==> config.mk <==
export PLATFORM = sky130hd
export DESIGN_NAME = qte_fifo
export DESIGN_NICKNAME = d
export VERILOG_FILES = /design/src/qte_fifo.sv
export SDC_FILE = /design/constraint.sdc
export NUM_CORES = 1
export LEC_CHECK = 0
export BUFFER_PORTS_ARGS = -buffer_cell sky130_fd_sc_hd__buf_4
export CAP_MARGIN = 10
export CORE_AREA = 2 2 58 60
export DETAILED_ROUTE_END_ITERATION = 7
export DIE_AREA = 0 0 60 62
export HOLD_SLACK_MARGIN = 0.08
export PLACE_DENSITY = 0.75
export SYNTH_ARGS = -nofsm -noshare
export SYNTH_HDL_FRONTEND = slang
export SYNTH_SLANG_ARGS = --single-unit
==> constraint.sdc <==
create_clock -name clk -period 2.6 [get_ports clk]
set_input_delay 0.52 -clock clk [delete_from_list [all_inputs] [get_ports clk]]
set_output_delay 0.52 -clock clk [all_outputs]
set_load 0.005 [all_outputs]
==> src/qte_fifo.sv <==
`timescale 1ns / 1ps
// ----------------------------------------------------------------------------
// qte_fifo: short queue between front end and back end
// Register-based FIFO with a fill count; no push is issued while full.
// ----------------------------------------------------------------------------
module qte_fifo #(
  parameter int Depth = 4,
  parameter int Width = 8
) (
  input  logic             clk,
  input  logic             rst,
  input  logic             push,
  input  logic [Width-1:0] wdata,
  input  logic             pop,
  output logic [Width-1:0] rdata,
  output logic             full,
  output logic             empty
);
  localparam int PtrW = (Depth > 1) ? $clog2(Depth) : 1;
  localparam int CntW = $clog2(Depth + 1);

  logic [Width-1:0] mem [Depth];
  logic [PtrW-1:0]  wptr, rptr;
  logic [CntW-1:0]  count;
  logic             do_push, do_pop;

  assign full    = (count == CntW'(Depth));
  assign empty   = (count == '0);
  assign do_push = push && !full;
  assign do_pop  = pop && !empty;
  assign rdata   = mem[rptr];

  always_ff @(posedge clk) begin
    if (rst) begin
      wptr  <= '0;
      rptr  <= '0;
      count <= '0;
    end else begin
      if (do_push) begin
        wptr <= (wptr == PtrW'(Depth - 1)) ? '0 : wptr + 1'b1;
      end
      if (do_pop) begin
        rptr <= (rptr == PtrW'(Depth - 1)) ? '0 : rptr + 1'b1;
      end
      if (do_push && !do_pop) begin
        count <= count + 1'b1;
      end else if (do_pop && !do_push) begin
        count <= count - 1'b1;
      end
    end
  end

  always_ff @(posedge clk) begin
    if (do_push) begin
      mem[wptr] <= wdata;
    end
  end

  a_count_bound: assert property (@(posedge clk) disable iff (rst)
    count <= CntW'(Depth)) else $error("queue count above depth");
  a_pop_moves: assert property (@(posedge clk) disable iff (rst)
    (do_pop && !do_push) |=> (count == $past(count) - 1'b1))
    else $error("queue count did not drop on pop");
  a_push_moves: assert property (@(posedge clk) disable iff (rst)
    (do_push && !do_pop) |=> (count == $past(count) + 1'b1))
    else $error("queue count did not rise on push");

endmodule

==> Word level (Yosys, flattened, before mapping) <==
Memories as Yosys holds them, arrays and structs flattened. A register that Yosys moved wholly into a read port is not among the register bits.
Cells that the tools add are included.
{ "op_classes": {"add_sub_neg": 4, "eq_ne": 3, "mux": 8, "n_reduce_logical": 10} }
{ "op_table": {"columns": ["cell", "n"], "rows": [
  ["2-to-1 mux 2 bit", 4],
  ["2-to-1 mux 3 bit", 2],
  ["adder 2 x 1 -> 2 bit (second input constant)", 2],
  ["== test 2 bit (second input constant)", 2],
  ["logical AND 1 bit", 4],
  ["logical NOT 1 bit", 4],
  ["adder 3 x 1 -> 3 bit (second input constant)", 1],
  ["== test 3 bit (second input constant)", 1],
  ["logical NOT 3 bit", 1],
  ["subtractor 3 x 1 -> 3 bit (second input constant)", 1],
  ["2-to-1 mux 1 bit", 2],
  ["nonzero test 2 bit", 1]
]} }
{ "totals": {"reg_bits": 7, "ramBits": 32, "inputBits": 12, "output_inout_bits": 10, "word_cells": 29, "n_memories": 1} }
{ "memory_table": {"columns": ["name", "depth", "word_bits", "rd", "rd_ports_with_merged_regs", "write_ports", "line", "text"], "rows": [
  ["mem", 4, 8, 1, 1, 1, "22", "logic [Width-1:0] mem [Depth];"]
]} }

==> Logic depth before layout (Yosys ltp) <==
{ "logic_depth": {"depth_word": 7, "ltp_mapped": 10, "mapped_depth_nobuf": 9} }

==> Worst setup path after synthesis <==
Ideal clock, no wire load.
{ "synth_timing": {"kind": "reg-to-reg", "from": "register count[0]", "to": "register count[2]", "setup_time_ps": 70, "t_arrival_ps": 2093, "required_ps": 2530, "path_slack_ps": 437, "path_stages_with_launch": 11, "path_buffers": 1, "period_less_slack_ps": 2163, "path_cell_list": "dfxtp_1 or3b_1 buf_6 clkinv_4 nor2_2 ha_1 inv_1 fa_1 xor2_1 or3_2 a21oi_1"} }
{ "synth_via": {"elab_chain_cells": 6, "word_cells_on_any_way": 15, "cone_classes": "add/sub (2); eq/ne (1); mux (2); reduce/logical (10)"} }
{ "synth_lines": {"columns": ["element", "line", "text"], "rows": [
  ["start, declared", "24", "logic [CntW-1:0] count;"],
  ["start signal, assigned", "46", "count <= count + 1'b1;"],
  ["start signal, assigned", "48", "count <= count - 1'b1;"],
  ["== test 3 bit (*)", "27", "assign full = (count == CntW'(Depth));"],
  ["net full", "16", "output logic full,"],
  ["logical NOT 1 bit (*)", "29", "assign do_push = push && !full;"],
  ["logical AND 1 bit (*)", "29", null],
  ["net do_push", "25", "logic do_push, do_pop;"],
  ["logical NOT 1 bit", "47", "end else if (do_pop && !do_push) begin"],
  ["logical AND 1 bit", "47", null],
  ["nonzero test 2 bit (no source line)", null, null]
]} }
Mark *: on every way through the listed nets, which the timed path passes. The rest lies on a longest branch. The select of a mux whose other input is x is not followed.
A chain may end at the register's enable or synchronous reset.

==> Worst setup path in the final report <==
{ "layout_timing": {"from": "register count[0]", "to": "register count[2]"} }
{ "layout_via": {"elab_chain_cells": 6, "word_cells_on_any_way": 15, "cone_classes": "add/sub (2); eq/ne (1); mux (2); reduce/logical (10)"} }
{ "layout_lines": {"columns": ["element", "line"], "rows": [
  ["== test 3 bit (*)", "27"],
  ["logical NOT 1 bit (*)", "29"],
  ["logical AND 1 bit (*)", "29"],
  ["net do_push", "25"],
  ["logical NOT 1 bit", "47"],
  ["logical AND 1 bit", "47"],
  ["nonzero test 2 bit (no source line)", null]
]} }
Marked as above.

==> qor.txt <==
first-pass GRT wire length: 3860 um
# diodes: 0
Area contributors post-synth: edfxtp_1 58%, dfxtp_1 11%, mux4_2 11%, ha_1 4.6%, and3_2 1.8%
Final min period: 2.42 ns
initial antenna violation count: 0
area fraction of the dominant cell type after synthesis: 58.4%
crit path max fanout: 7
Synth Flop Type: edfxtp_1
Core Box Area: 3180 um2
setup bufs post-CTS: 0
final setup fails: 0
Post-Syn Area: 1650 um2
I/O pins: 22
vias in the first global route: 845
critical path class: reg -> reg
Nets: 135
Worst EP required: 2.89 ns
cts bufs inserted: 5
R2R Setup Slk: 0.18 ns
overflow left after global routing: 0
Top delay family on crit path: simple AND/OR/NAND/NOR gates
RSZ-0062 raised after global routing: no
routability congestion estimate: 0.712
MaxCap Viol Count: 0
CTS Root Cell: clkbuf_4
slowest stage cell, crit path: dfxtp_1
status: finished, final reports clean
Crit path buffers/inverters: 2
Wirelength per Cell: 15.1 um
total track usage: 15.3%
cells after synthesis: 92
top-count cell post-synth: edfxtp_1
VDD IR max: 480 uV
cts repair resizes: 0
Synth Register Bits: 41
H-Tree Depth: 2
largest net degree at the start of global routing: 14
Synth area leader: edfxtp_1
Via density: 5.17
Startpoint Class: flop
Fin Clk Skew: 0.00923 ns
clock insertion delay at the later pin of the skew report: 0.35 ns
CTS Buffer Depth: 2
ratio of cells with drive above 1 in the final layout: 39.3%
Via Count: 843
First-pass DRT Iterations: 4
post-route ant nets: 0
CTS Sinks: 41
Arr. time, crit path: 2.72 ns
syn_area_per_cell: 17.9 um2
Leak: 0.000706 uW
Die Width: 60 um
HPWL Detailed: 1760 um
Cell Chain, Critical Path: or3b_1 -> clkinv_4 -> nor2_2 -> ha_1 -> inv_1 -> fa_1 -> xor2_1 -> or3_2 -> a21oi_1
initial core utilization: 51.8%
number of core rows: 21
chip height: 62 um
Mapped Nets: 111
crit share post-route: 93.2%
cts hold-fix bufs: 0
number of I/O port buffers: 21
Worst-Margin Slew: 0.537 ns
Async SR Flop Fraction: 0%
P&R area growth vs syn: 16.7%
Clock Pin Slew Worst Setup and Hold Paths: 0.12 ns
DRT iter0 DRCs: 28
routed wire length: 2460 um
Crit. End Element: flop
Pwr Total: 1690 uW
top cells by count, synth: 32 x edfxtp_1, 9 x dfxtp_1, 8 x mux4_2
pwr dens: 881 nW/um2
Post-synth EDFFs: 32
relative slew slack: 64.1%
TritonCTS clock tree: built
aggregate negative setup slack: 0 ns
DIE AREA: 3720 um2
slowest stage delay, CP: 0.47 ns
drt drc: 0
Yosys Warn Count: 0
sequential area share after synthesis: 69.4%
Fin. Hold Viols: 0
Slew Viols, Final: 0
Distinct cells, synth: 26
maximum clock rate: 413 MHz
Worst Hold Class: in -> reg
-- metrics by stage --
stage	cells	utilization, %	hold WS (ns)	setup WS (ns)	instance area [um2]
2_1_floorplan	92	-	0.463	0.437	1650
3_3_place_gp	155	57.8	0.477	0.342	1840
3_5_place_dp	155	57.8	0.488	0.181	1840
4_1_cts	163	60.4	0.345	0.151	1920
5_1_grt	163	60.4	0.334	0.0359	1920
6_report	163	60.4	0.363	0.177	1920
-- cell families (layout without fill, tap and decap cells) --
logic type | Yosys count | in the layout | share of synthesized area [%]
DFF | 41 | 41 | 69.4
and+or+nand+nor | 16 | 16 | 5.70
muxes | 10 | 10 | 12.2
buffers and inverters | 9 | 34 | 2.89
adders and majority gates | 7 | 7 | 5.78
AOI/OAI and AO/OA | 7 | 7 | 3.04
xor gates and xnor gates | 2 | 2 | 1.06
-- cells in the final DEF, fill, tap and decap left out, types with 3 or more instances in the layout --
cell type and instances:
clkbuf_4 5, edfxtp_1 32, nor2_1 3, a21oi_1 3, mux4_2 8, and3_2 4, buf_4 21, dfxtp_1 9
inv_1 4, ha_1 6
-- where the power goes --
part	switching [uW]	internal (uW)
Sequential	78.3	799
Clock	201	190
Combinational	175	249
Total	454	1240
-- metal layers --
| layer | wire length (um) | vias up | track usage [%] | share of wire (%) |
|---|---|---|---|---|
| met2 | 1240 | 20 | 25.6 | 50 |
| met5 | 0 | - | 0 | 0 |
| met4 | 45 | 0 | 7.62 | 1.8 |
| met1 | 1050 | 416 | 16.9 | 43 |
| li1 | - | 401 | - | - |
| met3 | 130 | 6 | 6.42 | 5.3 |
-- worst reg2reg max path, delay by kind of cell (launching register included) --
| kind | cells | cell delay [ns] |
|---|---|---|
| fa+ha+maj | 2 | 0.59 |
| simple gates | 3 | 0.84 |
| xor+xnor | 1 | 0.17 |
| buf+inv | 2 | 0.15 |
| flops | 1 | 0.47 |
| compound gates | 1 | 0.14 |
-- flip-flops by register name, indices dropped and copies added, names as in the netlist, named ones only --
name,cells
count,3
mem,32
rptr,2
wptr,2
-- layout make-up --
cell class / count / area [um2]
clock buffers: 7 / 76.3
clock inverters: 1 / 7.51
fillers: 247 / 1260
inverters: 5 / 23.8
multi-input cells: 42 / 457
flip-flops and latches: 41 / 1140
well taps: 46 / 57.6
repair buffers: 21 / 158
-- final timing paths --
| check | startpoint | cells after the start | end |
|---|---|---|---|
| worst max-delay path | count[0] | 9 | count[2] |
| worst min-delay path | wdata[7] | 1 | mem[1][7] |
| worst max register to register | count[0] | 9 | count[2] |
| worst min register to register | rptr[0] | 2 | rptr[0] |
Power figures use the tool's default switching activity.
