--- config.mk ---
export PLATFORM = sky130hd
export DESIGN_NAME = qte_sqrt
export DESIGN_NICKNAME = d
export VERILOG_FILES = /design/src/qte_pkg.sv /design/src/qte_sqrt.sv
export SDC_FILE = /design/constraint.sdc
export NUM_CORES = 2
export LEC_CHECK = 0
export BUFFER_PORTS_ARGS = -buffer_cell sky130_fd_sc_hd__buf_2
export CORE_MARGIN = 5
export CORE_UTILIZATION = 48
export CTS_BUF_LIST = sky130_fd_sc_hd__clkbuf_2
export CTS_CLUSTER_SIZE = 12
export DETAILED_ROUTE_END_ITERATION = 7
export PLACE_DENSITY = 0.72
export SLEW_MARGIN = 25
export SYNTH_ARGS = -nofsm -noshare
export SYNTH_HDL_FRONTEND = slang
export SYNTH_SLANG_ARGS = --single-unit
--- constraint.sdc ---
create_clock -name clk -period 4.3 [get_ports clk]
set_input_delay 0.215 -clock clk [delete_from_list [all_inputs] [get_ports clk]]
set_output_delay 0.215 -clock clk [all_outputs]
set_load 0.05 [all_outputs]
--- src/qte_pkg.sv ---
`timescale 1ns / 1ps
// ----------------------------------------------------------------------------
// qte_pkg: shared types and constants of the quaternion to Euler converter
// Holds the product-sum record passed from the front end to the back end,
// the fixed-point constants and the CORDIC arctangent table.
// ----------------------------------------------------------------------------
package qte_pkg;

  localparam int CompW  = 16;   // quaternion component width
  localparam int SumW   = 34;   // product sums, 1.0 = 2^30
  localparam int RootW  = 31;   // square root of a value below 2^61
  localparam int RemW   = 61;   // 2^60 - s^2
  localparam int UnitW  = 16;   // angle in 1/128 degree
  localparam int PitchW = 15;
  localparam int AngW   = 26;   // angle in degrees * 2^16
  localparam int CordW  = 37;   // CORDIC vector components
  localparam int CordSteps = 20;
  localparam int SqrtSteps = 31;
  localparam int CordLat = CordSteps + 2;

  localparam logic signed [SumW-1:0]   OneQ30   = SumW'(64'sd1073741824);
  localparam logic signed [AngW-1:0]   Deg180   = AngW'(32'sd11796480);
  localparam logic signed [PitchW-1:0] PitchMax = PitchW'(16'sd11520);

  typedef struct packed {
    logic signed [SumW-1:0] sinr;
    logic signed [SumW-1:0] cosr;
    logic signed [SumW-1:0] sinp;
    logic signed [SumW-1:0] siny;
    logic signed [SumW-1:0] cosy;
  } qte_sums_t;

  // round(atan(2^-i) in degrees * 2^16)
  function automatic logic [AngW-1:0] atan_tab(input int i);
    logic [AngW-1:0] r;
    unique case (i)
      0:  r = AngW'(2949120);
      1:  r = AngW'(1740967);
      2:  r = AngW'(919879);
      3:  r = AngW'(466945);
      4:  r = AngW'(234379);
      5:  r = AngW'(117304);
      6:  r = AngW'(58666);
      7:  r = AngW'(29335);
      8:  r = AngW'(14668);
      9:  r = AngW'(7334);
      10: r = AngW'(3667);
      11: r = AngW'(1833);
      12: r = AngW'(917);
      13: r = AngW'(458);
      14: r = AngW'(229);
      15: r = AngW'(115);
      16: r = AngW'(57);
      17: r = AngW'(29);
      18: r = AngW'(14);
      19: r = AngW'(7);
      default: r = '0;
    endcase
    return r;
  endfunction

endpackage

--- src/qte_sqrt.sv ---
`timescale 1ns / 1ps
// ----------------------------------------------------------------------------
// qte_sqrt: pipelined integer square root
// One result bit per stage, floor(sqrt(v)); a side payload travels along.
// ----------------------------------------------------------------------------
module qte_sqrt #(
  parameter int SideW = 8
) (
  input  logic                     clk,
  input  logic                     en,
  input  logic [qte_pkg::RemW-1:0] v_in,
  input  logic [SideW-1:0]         side_in,
  output logic [qte_pkg::RootW-1:0] root,
  output logic [SideW-1:0]         side_out
);
  import qte_pkg::*;

  localparam int WorkW = RemW + 1;

  logic [WorkW-1:0] v_r   [SqrtSteps+1];
  logic [WorkW-1:0] res_r [SqrtSteps+1];
  logic [SideW-1:0] sd_r  [SqrtSteps+1];

  assign v_r[0]   = WorkW'(v_in);
  assign res_r[0] = '0;
  assign sd_r[0]  = side_in;

  for (genvar k = 0; k < SqrtSteps; k++) begin : g_step
    localparam logic [WorkW-1:0] Bit = WorkW'(1) << (2 * (SqrtSteps - 1 - k));
    logic [WorkW-1:0] trial;
    assign trial = res_r[k] + Bit;
    always_ff @(posedge clk) begin
      if (en) begin
        sd_r[k+1] <= sd_r[k];
        if (v_r[k] >= trial) begin
          v_r[k+1]   <= v_r[k] - trial;
          res_r[k+1] <= (res_r[k] >> 1) + Bit;
        end else begin
          v_r[k+1]   <= v_r[k];
          res_r[k+1] <= res_r[k] >> 1;
        end
      end
    end
  end

  assign root     = res_r[SqrtSteps][RootW-1:0];
  assign side_out = sd_r[SqrtSteps];

endmodule

Yosys cells after proc, flatten, opt, wreduce, memory -nomap -nowiden --
Index checks and enable logic that the tools add are counted.
Word-level totals: register bits 3999, input port bits 71, output and inout bits 39, word-level logic and storage cells 304
Operators by class: add/sub/neg operators 90, magnitude comparators 31, muxes and demuxes 61
Operators with widths (number):
- $mux 61 | 31
- $ge 62x62->1 | 30
- $mux 62 | 29
- $sub 62x62->62 | 29
- $add 61x11->62 const B | 1
- $add 61x13->62 const B | 1
- $add 61x15->62 const B | 1
- $add 61x17->62 const B | 1
- $add 61x19->62 const B | 1
- $add 61x21->62 const B | 1
- $add 61x23->62 const B | 1
- $add 61x25->62 const B | 1
- $add 61x27->62 const B | 1
- $add 61x29->62 const B | 1
- $add 61x3->62 const B | 1
- $add 61x31->62 const B | 1
- $add 61x33->62 const B | 1
- $add 61x35->62 const B | 1
- $add 61x37->62 const B | 1
- $add 61x39->62 const B | 1
- $add 61x41->62 const B | 1
- $add 61x43->62 const B | 1
- $add 61x45->62 const B | 1
- $add 61x47->62 const B | 1
- 43 further kinds | 43

Depth between registers and ports, before layout --
depth after elaboration 3, gate-level depth with buffers 14, depth with buffers taken out 13

Worst setup path after synthesis --
No wires, ideal clock.
path kind register to register, start point reg v_r[360] (netlist name), end point reg v_r[305] (netlist name), data pin, setup time 0.266 ns, arrival 3.293 ns, data required time 4.034 ns, setup slack 0.741 ns, stages on the path, launching flop included 12, buffers on the path 1, clock period less this slack 3.559 ns, cell sequence edfxtp_1 or4_1 or2_1 or3_4 or4_1 or4_4 a31oi_4 or4_1 or2_1 buf_4 nor3_1 xor2_1
On the way: word-level cells in the longest chain between the ends 2, elaborated cells on any way between the ends 3, classes of those cells add/sub: 1; order compare: 1; mux: 1
RTL lines:
- start, declared | RTL line qte_sqrt.sv:20 | logic [WorkW-1:0] v_r [SqrtSteps+1];
- start signal, assigned by index | RTL line qte_sqrt.sv:36 | v_r[k+1] <= v_r[k] - trial;
- start signal, assigned by index | RTL line qte_sqrt.sv:39 | v_r[k+1] <= v_r[k];
- $sub 62x62->62 / $ge 62x62->1 (equally long branches) | RTL line qte_sqrt.sv:36, qte_sqrt.sv:35
- $mux 62 (*) | RTL line qte_sqrt.sv:35 | if (v_r[k] >= trial) begin
Mark *: on every way between the ends. The rest lies on a longest branch, timed or not. A chain may end at the register's enable or synchronous reset.

Worst setup path after layout --
start point reg v_r[529] (netlist name), end point reg v_r[484] (netlist name), data pin
The elaborated chain is that of the path after synthesis.

==> flow_summary.toml <==
[yosys]
muxShareOfSynthArea_pct = 0.8091
synth-simple-area-share_pct = 11.27
synth_ff_type = "edfxtp_1"
synth_fa_ha_area_share_pct = 5.467
seq_area_frac_synth_pct = 65.33
synth_compound_area_share_pct = 8.485
synth_top_cell_by_area = "edfxtp_1"
synthCells = 9139
avgSynthCellArea_sq_um = 13.10
synth-xor-area-share_pct = 5.993
yosysWarnings = 0
async_reset_ff_share_pct = 0
synth_area_leaders = "edfxtp_1, ha_1, xor2_1"
synth_seq_cells = 2604
yosys.area.top_type_share_pct = 65.33
netlist_area_sq_um = 119700
synth_common_cells = "edfxtp_1, inv_1, nor2_1"
synth_edf_count = 2604
yosys.cell_count.top_type = "edfxtp_1"
synthDistinctLibCells = 90
synth_top_family_by_area = "simple AND/OR/NAND/NOR gates"

[pwr]
power_switching_mw = 21.23
power_frac_comb_pct = 22.6
p_per_area_nw_per_um2 = 489.8
p_seq_share_pct = 52.1
ir_drop_uv = 331.4
p_int_mw = 44.67
clkPwrFrac_pct = 25.3
switching_share_pct = 32.22
leakage_nw = 51.54

[timing]
post-route-period-util_pct = 96.60
tightestPinTransition_ns = 1.176
period_needed_ns = 4.154
clock_skew_ns = 0.2196
setup_viol = 0
finalMaxSlewViolations = 0
finalWorstSetupSlack_ns = 0.1462
fmax_ghz = 0.2407
relSlewSlack_pct = 21.60
finalHoldViolations = 0

[place]
dp_cells = 12620
routabilityCongestion = 0.9795
place_hpwl_um = 215100
io_buffers = 109
place_ws_ns = -0.2326

[setup_path]
critPathSlowestCell = "or4b_2"
critPathBufInv = 1
crit_path_start = "v_r[529]"
worstSetupPathDepth = 12
cp_max_fo = 6
crit_chain = "ha_1 -> nand3_2 -> or4_1 -> nor4_4 -> buf_4 -> a41o_1 -> nor4_1 -> o21ai_0 -> a31oi_4 -> a211oi_2 -> or4b_2 -> xnor2_1"
critical_path_class = "reg -> reg"
startpoint_type = "register"
r2r_cells = 12
cpLargestDelayFamily = "simple AND/OR/NAND/NOR gates"
critical_path_required_ns = 5.76
critPathCaptureType = "register"
arrival_ns = 5.61
r2r_start = "v_r[529]"
reg2reg_to = "v_r[484]"
critPathMaxStageDelay_ns = 0.63
critPathCapture = "v_r[484]"
rrSetupSlack_ns = 0.15

[global_route]
antenna_found_initial = 18
grt_max_degree = 198
grt_pass1_vias = 81560
gr-total-overflow = 0
grt_use_total_pct = 22.99
grt_pass1_wl_um = 459300

[cells_and_area]
area_growth_pct = 12.40
layoutNonFillerInstCount = 14050
n_fill_cell = 20410
final_layout_size_suffix_gt1_share_pct = 13.99
final_util_pct = 54.15
final_nets = 10830

[clock_network]
cts_buffers = 659
cts.reportedPaths.clkPinSlew_ns = 0.10
cts.htree.levels = 6
worstSkewPairLatency_ns = 2.05
cts.sinks = 2604
root_buffer = "clkbuf_2"
cts_buffer_depth = 4
cts_tree = "built"

[floorplanning]
std_cell_rows = 183
num_io_pins = 110
start_util_pct = 48.18
core_area_sq_um = 248400
die_area_sq_um = 259400
chipWidth_um = 509.4
die_h_um = 509.4

[worst_hold_path]
hold_path_depth = 4
min_path_type = "in -> reg"

[routing]
drc = 0
vias_per_cell = 5.564
routed_wl_um = 302500
num_vias = 78180
dr.pass1.iters = 7
drt_iter0_drc = 5982
antenna_left = 0
wl_per_cell_um = 21.53

[job]
max_cap_viol_count = 0

[run_status]
status = "finished clean"
[through the flow]
| stage | area, sq um | hold WS, ns | TNS, ns | total power [mW] |
|---|---|---|---|---|
| floorplan | 119700 | 0.3139 | 0 | 43.89 |
| global placement | 125800 | 0.3926 | -19.04 | 48.96 |
| detailed placement | 125800 | 0.3932 | -1.849 | 49.29 |
| CTS | 134400 | 0.03720 | 0 | 65.96 |
| global route | 134500 | 0.09621 | -0.004079 | 69.60 |
| finish | 134500 | 0.3062 | 0 | 65.90 |
[logic make-up after synthesis]
| group | count (synthesis) |
|---|---|
| adder cells (fa/ha/maj) | 523 |
| AND/OR/NAND/NOR | 2628 |
| flip-flops | 2604 |
| buffers and inverters | 822 |
| multiplexers | 87 |
| other | 1 |
| AO/OA/AOI/OAI | 1655 |
| XOR/XNOR | 819 |
[tightest hold or removal path: stages]
cell           delay [ns]
dlygate4sd3_1        0.53
dlygate4sd3_1        0.56
buf_2                0.10
dlygate4sd3_1        0.54
[worst min-delay path by stage]
stage                from        end  slack (ns)
3_5_place_dp   side_in[7]  sd_r[247]        0.39
4_1_cts        side_in[5]  sd_r[245]        0.04
6_report       side_in[5]  sd_r[245]        0.31
3_3_place_gp     v_in[52]  v_r[1912]        0.39
2_1_floorplan  side_in[0]  sd_r[240]        0.31
5_1_grt        side_in[5]  sd_r[245]         0.1
[cells in the final DEF, fill, tap and decap left out, types with 106 or more instances in the layout]
cell | Yosys | final
o21ai_0 | 438 | 438
nor4_1 | 307 | 300
clkinv_1 | 0 | 140
xor2_1 | 411 | 411
nor2_1 | 607 | 607
a21oi_1 | 562 | 562
buf_2 | 7 | 108
nand2b_1 | 106 | 106
nand2_1 | 568 | 568
buf_4 | 14 | 203
xnor2_1 | 408 | 408
ha_1 | 523 | 523
inv_1 | 638 | 638
dlygate4sd3_1 | 0 | 277
nor3_1 | 263 | 262
nand4_1 | 139 | 139
edfxtp_1 | 2604 | 2604
clkbuf_2 | 0 | 920
a21o_1 | 213 | 213
nand3_1 | 144 | 143
[registers in the layout (all words and copies together), names as in the netlist]
signal	flops
sd_r	240
side_out	8
root	31
res_r	465
v_r	1860
[power by group through the flow]
stage               clock [mW]  combinational, mW  sequential, mW
floorplan                    0               10.1            33.8
global placement             0               14.2            34.7
global route              18.7               16.3            34.6
finish                    16.7               14.9            34.3
CTS                       17.0               14.8            34.2
detailed placement           0               14.5            34.8
[metal layers]
| layer | global-route usage, % | part of all wire, % | wire length [um] |
|---|---|---|---|
| met5 | 0 | 0.0040 | 12 |
| met4 | 15.46 | 7.5 | 22740 |
| met3 | 4.296 | 5.0 | 15030 |
| met1 | 21.53 | 33 | 98360 |
| met2 | 44.71 | 55 | 166400 |
[repair_timing]
item	4_1_cts	5_1_grt
gates resized for setup	4	5
pin swaps	0	1
endpoints found under the setup margin	27	21
hold endpoints to repair	2673	0
setup buffers	0	1
hold buffers	278	0
[final cells by class]
class	count	area (sq um)	area share (%)
sequential	2604	78200	58.12
multi-input combinational	5714	38530	28.64
timing repair buffer	614	5365	3.988
clock buffer	920	4604	3.423
tap	3330	4167	3.097
inverter	640	2402	1.786
clock inverter	201	1196	0.8891
antenna	27	67.56	0.05022
No activity file was read; power rests on OpenSTA's default activity.
